<file path="config.mk">
export PLATFORM = sky130hd
export DESIGN_NAME = fpa_arith
export DESIGN_NICKNAME = d
export VERILOG_FILES = /design/src/fpa_pkg.sv /design/src/fpa_arith.sv
export SDC_FILE = /design/constraint.sdc
export NUM_CORES = 2
export LEC_CHECK = 0
export ABC_AREA = 1
export BUFFER_PORTS_ARGS = -buffer_cell sky130_fd_sc_hd__clkbuf_2
export CORE_MARGIN = 2
export CORE_UTILIZATION = 50
export CTS_BUF_LIST = sky130_fd_sc_hd__clkbuf_4
export DETAILED_ROUTE_END_ITERATION = 7
export PLACE_DENSITY = 0.67
export SYNTH_ARGS = -nofsm -noshare
export SYNTH_HDL_FRONTEND = slang
export SYNTH_SLANG_ARGS = --single-unit
</file>
<file path="constraint.sdc">
create_clock -name clk -period 6 [get_ports clk]
set_clock_uncertainty 0.1 [all_clocks]
set_input_delay 1.8 -clock clk [delete_from_list [all_inputs] [get_ports clk]]
set_output_delay 1.8 -clock clk [all_outputs]
set_load 0.03 [all_outputs]
</file>
<file path="src/fpa_pkg.sv">
// Shared types and command codes for the fixed-point ALU.
`default_nettype none
package fpa_pkg;

    localparam int DATA_W = 32;

    typedef enum logic [3:0] {
        CMD_ADD = 4'd0,
        CMD_SUB = 4'd1,
        CMD_MUL = 4'd2,
        CMD_DIV = 4'd3,
        CMD_GT  = 4'd4,
        CMD_LT  = 4'd5,
        CMD_GE  = 4'd6,
        CMD_LE  = 4'd7,
        CMD_EQ  = 4'd8,
        CMD_NE  = 4'd9,
        CMD_MIN = 4'd10,
        CMD_MAX = 4'd11,
        CMD_INC = 4'd12,
        CMD_DEC = 4'd13
    } cmd_t;

    typedef struct packed {
        logic        [3:0]        command;
        logic signed [DATA_W-1:0] operand_a;
        logic signed [DATA_W-1:0] operand_b;
    } alu_req_t;

    typedef struct packed {
        logic signed [DATA_W-1:0] result_value;
        logic                     compare_true;
        logic                     divide_by_zero;
    } alu_rsp_t;

endpackage
`default_nettype wire

</file>
<file path="src/fpa_arith.sv">
// Add, multiply, compare and select path, delayed to match the divider.
`default_nettype none
module fpa_arith
    import fpa_pkg::*;
#(
    parameter int FRAC_BITS = 8,
    parameter int LAT       = 42
) (
    input  wire logic     clk,
    input  wire logic     rst_n,
    input  wire logic     in_valid,
    input  wire alu_req_t req,
    output logic          out_valid,
    output logic          out_is_div,
    output alu_rsp_t      rsp
);

    localparam int DLY = LAT - 3;

    // stage 1: hold operands
    logic                     v1_reg;
    logic [3:0]               cmd1_reg;
    logic signed [DATA_W-1:0] a1_reg;
    logic signed [DATA_W-1:0] b1_reg;

    // stage 2: product and simple results
    logic                       v2_reg;
    logic [3:0]                 cmd2_reg;
    logic signed [2*DATA_W-1:0] prod2_reg;
    alu_rsp_t                   simple2_reg;
    alu_rsp_t                   simple_next;

    // stage 3 and delay line
    logic     v_reg   [DLY+1];
    logic     div_reg [DLY+1];
    alu_rsp_t rsp_reg [DLY+1];
    alu_rsp_t sel_next;

    always_comb
    begin
        simple_next = '0;
        case (cmd1_reg)
            CMD_ADD: simple_next.result_value = a1_reg + b1_reg;
            CMD_SUB: simple_next.result_value = a1_reg - b1_reg;
            CMD_GT:  simple_next.compare_true = (a1_reg >  b1_reg);
            CMD_LT:  simple_next.compare_true = (a1_reg <  b1_reg);
            CMD_GE:  simple_next.compare_true = (a1_reg >= b1_reg);
            CMD_LE:  simple_next.compare_true = (a1_reg <= b1_reg);
            CMD_EQ:  simple_next.compare_true = (a1_reg == b1_reg);
            CMD_NE:  simple_next.compare_true = (a1_reg != b1_reg);
            CMD_MIN: simple_next.result_value = (a1_reg < b1_reg) ? a1_reg : b1_reg;
            CMD_MAX: simple_next.result_value = (a1_reg > b1_reg) ? a1_reg : b1_reg;
            CMD_INC: simple_next.result_value = a1_reg + DATA_W'(1);
            CMD_DEC: simple_next.result_value = a1_reg - DATA_W'(1);
            default: simple_next = '0;
        endcase
    end

    always_comb
    begin
        sel_next = simple2_reg;
        if (cmd2_reg == CMD_MUL)
        begin
            sel_next.result_value = prod2_reg[FRAC_BITS+DATA_W-1:FRAC_BITS];
        end
    end

    always_ff @(posedge clk or negedge rst_n)
    begin
        if (!rst_n)
        begin
            v1_reg <= 1'b0;
            v2_reg <= 1'b0;
            for (int k = 0; k <= DLY; k++)
            begin
                v_reg[k] <= 1'b0;
            end
        end
        else
        begin
            v1_reg   <= in_valid;
            v2_reg   <= v1_reg;
            v_reg[0] <= v2_reg;
            for (int k = 1; k <= DLY; k++)
            begin
                v_reg[k] <= v_reg[k-1];
            end
        end
    end

    always_ff @(posedge clk)
    begin
        cmd1_reg    <= req.command;
        a1_reg      <= req.operand_a;
        b1_reg      <= req.operand_b;
        cmd2_reg    <= cmd1_reg;
        prod2_reg   <= a1_reg * b1_reg;
        simple2_reg <= simple_next;
        rsp_reg[0]  <= sel_next;
        div_reg[0]  <= (cmd2_reg == CMD_DIV);
        for (int k = 1; k <= DLY; k++)
        begin
            rsp_reg[k] <= rsp_reg[k-1];
            div_reg[k] <= div_reg[k-1];
        end
    end

    assign out_valid  = v_reg[DLY];
    assign out_is_div = div_reg[DLY];
    assign rsp        = rsp_reg[DLY];

endmodule
`default_nettype wire

</file>
Word-level counts from Yosys, hierarchy flattened
Memories as Yosys holds them, arrays and structs flattened.
Cells that the tools add are included.
- bitwise logic cells: 0
- multipliers: 1
- divide/modulo/power cells: 0
- mux-type cells: 5
- add/sub/neg operators: 4
- equality and inequality tests: 15
- reductions and logical operators: 1
- shifts and indexed selects: 0
- $lt $le $gt $ge: 4
- operators by type and width (kind ; count):
    $pmux 32 s6 ; 1
    $mux 32 ; 3
    $mul 32x32->40 ; 1
    $add 32x2->32 const B ; 1
    $add 32x32->32 ; 1
    $eq 32x32->1 ; 1
    $ge 32x32->1 ; 1
    $gt 32x32->1 ; 1
    $le 32x32->1 ; 1
    $lt 32x32->1 ; 1
    $ne 32x32->1 ; 1
    $sub 32x2->32 const B ; 1
    $sub 32x32->32 ; 1
    $eq 4x4->1 const B ; 6
    $eq 4x3->1 const B ; 4
    $eq 4x2->1 const B ; 2
    $pmux 1 s6 ; 1
    $eq 4x1->1 const B ; 1
    $logic_not 4->1 ; 1
- logic and storage cells: 81
- register bits: 187
- input bits: 71
- ROM bits: 0
- bits in latches: 0
- output and inout bits: 36
- memory bits (writable): 1400
- memories kept: 2
- memories (name ; depth ; width ; read ports ; clocked after Yosys merged registers in ; write ports ; RTL line ; source):
    rsp_reg ; 40 ; 34 ; 40 ; 0 ; 40 ; fpa_arith.sv:36 ; alu_rsp_t rsp_reg [DLY+1];
    div_reg ; 40 ; 1 ; 40 ; 0 ; 40 ; fpa_arith.sv:35 ; logic div_reg [DLY+1];

Logic depth before layout (Yosys ltp)
- word-level depth: 3
- depth in mapped cells: 31
- gate-level depth less buffers: 29

Worst setup path before layout
Ideal clock, no wire load.
- path type: register to register
- start point: register b1_reg[9]
- end point: register prod2_reg[39]
- library setup time: 0.112 ns
- setup slack: -0.567 ns
- stages on the path, launching flop included: 25
- path buffers: 3
- required time: 5.788 ns
- arrival time: 6.355 ns
- period minus slack after synthesis: 6.567 ns
- cells stage by stage: dfxtp_1 clkbuf_1 clkbuf_1 clkbuf_1 nand2_1 fa_1 fa_1 fa_1 fa_1 inv_1 fa_1 fa_1 fa_1 fa_1 ha_1 a21oi_1 inv_1 a31oi_1 o21ai_0 nand2_1 o211ai_1 a21oi_1 inv_1 nand2_1 nand2_1
- cells in the longest elaborated chain, start to end: 1
- RTL lines (element ; RTL line ; source):
    start: declaration ; fpa_arith.sv:24 ; logic signed [DATA_W-1:0] b1_reg;
    start signal: assignment ; fpa_arith.sv:95 ; b1_reg <= req.operand_b;
    $mul 32x32->40 ; fpa_arith.sv:97 ; prod2_reg <= a1_reg * b1_reg;
    end signal: assignment ; fpa_arith.sv:97 ;
    end: declaration ; fpa_arith.sv:29 ; logic signed [2*DATA_W-1:0] prod2_reg;
Every way passes these cells.

Worst setup path after layout
- start point: register b1_reg[5]
- end point: register prod2_reg[39]
Same word-level chain as after synthesis.

==> implementation parameters <==
Parameter                              Value

Synthesis
  Post-synth design cell area    63,700 µm²
  Synthesized-area fraction occupied by ao, oa, aoi and oai cells    2.98%
  Adder-cell share of the synthesized area    24.9%
  Ys flop type    dfxtp_1
  Avg Inst Size Synth    10.0 µm²
  Mux cell area share after synthesis    0.566%
  Async set-or-reset flop fraction in the synthesized netlist    2.73%
  Fraction of synthesized cell area in xor and xnor cells    0.591%
  Cell count after synthesis    6,359
  Net count after synthesis    7,312
  Synthesis Warnings    0
  Number of enable-type register cells in the synthesized netlist    0
  Unique cell type count in the Yosys netlist    52
  Largest family of logic cells by synthesized area    adder cells
  #FFs+latches synth    1,539
  Portion of the post-synthesis area used by sequential elements    48.7%
  Post-synthesis simple-gate area fraction    12.5%

Route
  Final routed DRC violation total    0
  Starting DRC count in detailed routing    2,990
  Post-detailed-route wirelength per cell    17.7 µm
  Via count    43.0k
  Detail-routed via count per cell    4.80
  Post-detailed-route count of antenna-violating nets    0
  Count of TritonRoute iterations in the first routing pass    6
  Total routed wirelength    159,000 µm

STA
  Unrepaired setup endpoints after global routing    yes
  Max Fclk    153 MHz
  Number of setup violations in the final report    26
  Clock period minus worst slack    6.54 ns
  Slew at the pin closest to its max-slew limit    1.36 ns
  Period Utilization, post-route    109%
  Hold violation total from the final report    0
  Max-slew headroom    8.90%
  Max-slew violation total from the final report    0
  Final setup margin    -0.541 ns

Critical path
  Worst path cell trace    buf_12 -> buf_12 -> nand2_1 -> inv_1 -> fa_2 -> fa_2 -> fa_1 -> inv_1 -> fa_1 -> inv_1 -> fa_1 -> fa_1 -> fa_1 -> fa_1 -> ha_4 -> nand2_1 -> nor2_1 -> nor2_4 -> o21ai_4 -> nand2_1 -> o211ai_1 -> a21oi_2 -> nand3_1 -> nand2_1
  Reg2Reg Launch Point    b1_reg[5]$_DFF_P_
  Library cell contributing the largest single delay on the critical path    fa_2
  Worst endpoint data arrival time    7.38 ns
  Setup crit start kind    flip-flop
  Most common cell type on the critical path    fa_1
  FF-to-FF End    prod2_reg[39]$_DFF_P_
  Worst EP required    6.84 ns
  Endpoint kind of the worst setup timing path    flip-flop
  Highest fanout seen on the critical path    11
  R2r setup slk    -0.54 ns
  Classification of the worst setup path    flip-flop to flip-flop
  Number of buffers and inverters on the critical path    5
  Cells on worst reg2reg path    24
  CP delay by family, top    adder cells
  Stage delay of the slowest cell on the critical path    0.57 ns

Layout
  Area Growth Syn to Fin    19.2%
  Final cell utilization of the core    60.2%
  Number of fill cells    10.5k
  Post-layout nets    8,029
  Largest register FFs    1,320
  Post-Layout Inst Area    75,900 µm²
  Share of cells above drive strength 1    21.2%

GRT
  Met1 usage    32.9%
  Maximum number of pins on one net before global-route repair    43
  Busiest layer in global routing    met2
  Initial antenna violation count    7
  Met2 capacity usage during global routing    39.6%
  Global-route wire length before repair    248,000 µm
  Aggregate global routing overflow    0
  GRT Resource Usage Total    24.9%
  Met3 usage    5.72%
  Number of global-route vias before repair    44.7k

Hold path
  End point of the worst hold path    rsp_reg[2][235]$_DFF_P_
  Worst min-delay path class    flip-flop to flip-flop
  Min-Delay Startpoint    rsp_reg[2][201]$_DFF_P_
  Worst Hold Depth    0

Clocking
  Maximum buffer depth of the clock tree    4
  Buffer type at the clock tree root    clkbuf_4
  H-tree levels    5
  Total clock buffers created by CTS    358
  CTS tree    built
  Clock latency on the worst-skew pair    1.11 ns
  Number of buffers added to fix hold violations after cts    0
  Clock transition at the register clock pins on the worst setup and hold paths after CTS    0.07 ns
  CTS sink cnt    1,539

Die
  Starting utilization of the core area    50.5%
  Die height    361 µm
  Die width    361 µm
  Area of the core    126,000 µm²
  IO Count    107
  Die ar.    130,000 µm²
  Count of standard-cell rows    130

Status
  Violations in the final reports    setup timing
  Run status    complete, but fails checks

Place
  Post-placement cell area    69,800 µm²
  Total of buffers placed on input and output ports    105
  Dpl hpwl    124,000 µm
  Post-placement setup slack    -0.744 ns
  Final estimated routing congestion in global placement    1.02

Job
  Number of max-capacitance violations reported    0
how the worst max path moves through the flow:
stage	startpoint	to	cells past startpoint
floorplan	a1_reg[11]$_DFF_P_	prod2_reg[39]$_DFF_P_	27
finish	b1_reg[5]$_DFF_P_	prod2_reg[39]$_DFF_P_	24
detailed placement	b1_reg[10]$_DFF_P_	prod2_reg[29]$_DFF_P_	19
CTS	b1_reg[3]$_DFF_P_	prod2_reg[36]$_DFF_P_	23
global placement	b1_reg[18]$_DFF_P_	prod2_reg[30]$_DFF_P_	22
global route	b1_reg[2]$_DFF_P_	prod2_reg[37]$_DFF_P_	27
cells by family after synthesis:
logic type	Yosys count
and+or+nand+nor	1938
buffers and inverters	1599
DFF	1539
adders and majority gates	882
AOI/OAI and AO/OA	325
xor gates and xnor gates	43
muxes	32
other	1
cells in the mapped netlist (all sizes together), types with 21 or more instances:
master	n	share of area, %
ha	238	4.7
xor2	30	0.41
nand4	31	0.31
inv	1365	8.0
fa	644	20
nor3	25	0.20
a21boi	21	0.25
a21oi	116	0.95
mux2	32	0.57
nor2	239	1.5
o21ai	107	0.85
o211ai	23	0.27
clkbuf	145	0.85
nand2	1382	8.2
dfrtp	42	1.7
nand3b	32	0.38
buf	88	0.81
nand3	208	1.7
dfxtp	1497	47
area by class of cell:
type / instances / area (µm²) / share of cell area (%)
inverter: 1366 / 5130 / 6.76
clock buffer: 522 / 3920 / 5.16
timing repair buffer: 590 / 5400 / 7.12
clock inverter: 62 / 377 / 0.496
antenna: 4 / 10.0 / 0.0132
multi-input combinational: 3221 / 27900 / 36.7
tap: 1650 / 2060 / 2.72
sequential: 1539 / 31100 / 41.0
stage by stage:
stage,TNS [ns],std cells,hold slack [ns]
after floorplan,-0.456,6359,0.210
after global placement,-12.57,8321,0.210
after detailed placement,-14.38,8321,0.212
after CTS,-9.60,8940,0.106
after global routing,-14.84,8952,0.128
final,-9.46,8954,0.135
layout by cell type, fill, tap and decap left out, drive strengths merged, types with 12 or more instances in the layout:
cell    count
buf       482
clkbuf    629
nor2      239
a21o       15
nor3       25
o21ai     107
nand3b     32
nand2    1382
o211ai     23
nand3     208
ha        238
dfrtp      42
inv      1373
o21bai     12
a21boi     21
nand4      31
fa        644
mux2       32
xor2       30
clkinv     49
xnor2      13
a21oi     116
dfxtp    1497
worst register-to-register path, stage by stage, from the launching register on:
cell,delay (ns)
dfxtp_2,0.33
buf_12,0.15
buf_12,0.15
nand2_1,0.07
inv_1,0.06
fa_2,0.57
fa_2,0.44
fa_1,0.51
inv_1,0.06
fa_1,0.56
inv_1,0.08
fa_1,0.48
fa_1,0.57
fa_1,0.43
fa_1,0.49
ha_4,0.35
nand2_1,0.12
nor2_1,0.21
nor2_4,0.07
o21ai_4,0.18
nand2_1,0.07
o211ai_1,0.10
a21oi_2,0.06
nand3_1,0.09
nand2_1,0.06
routing by layer:
metal / part of all wire, % / vias to the layer above
li1: - / 20300
met1: 42 / 20700
met2: 45 / 1642
met3: 8.4 / 366
met4: 4.0 / 4
met5: 0.020 / -
timing repair:
item,in CTS,in global routing
cloned,3,2
endpoints found under the setup margin,27,27
gates resized for setup,218,165
pin swaps,110,80
setup buffers,35,11
Power is not shown: default switching activity piles up to over one toggle a cycle in this logic, so the estimate is an artifact.
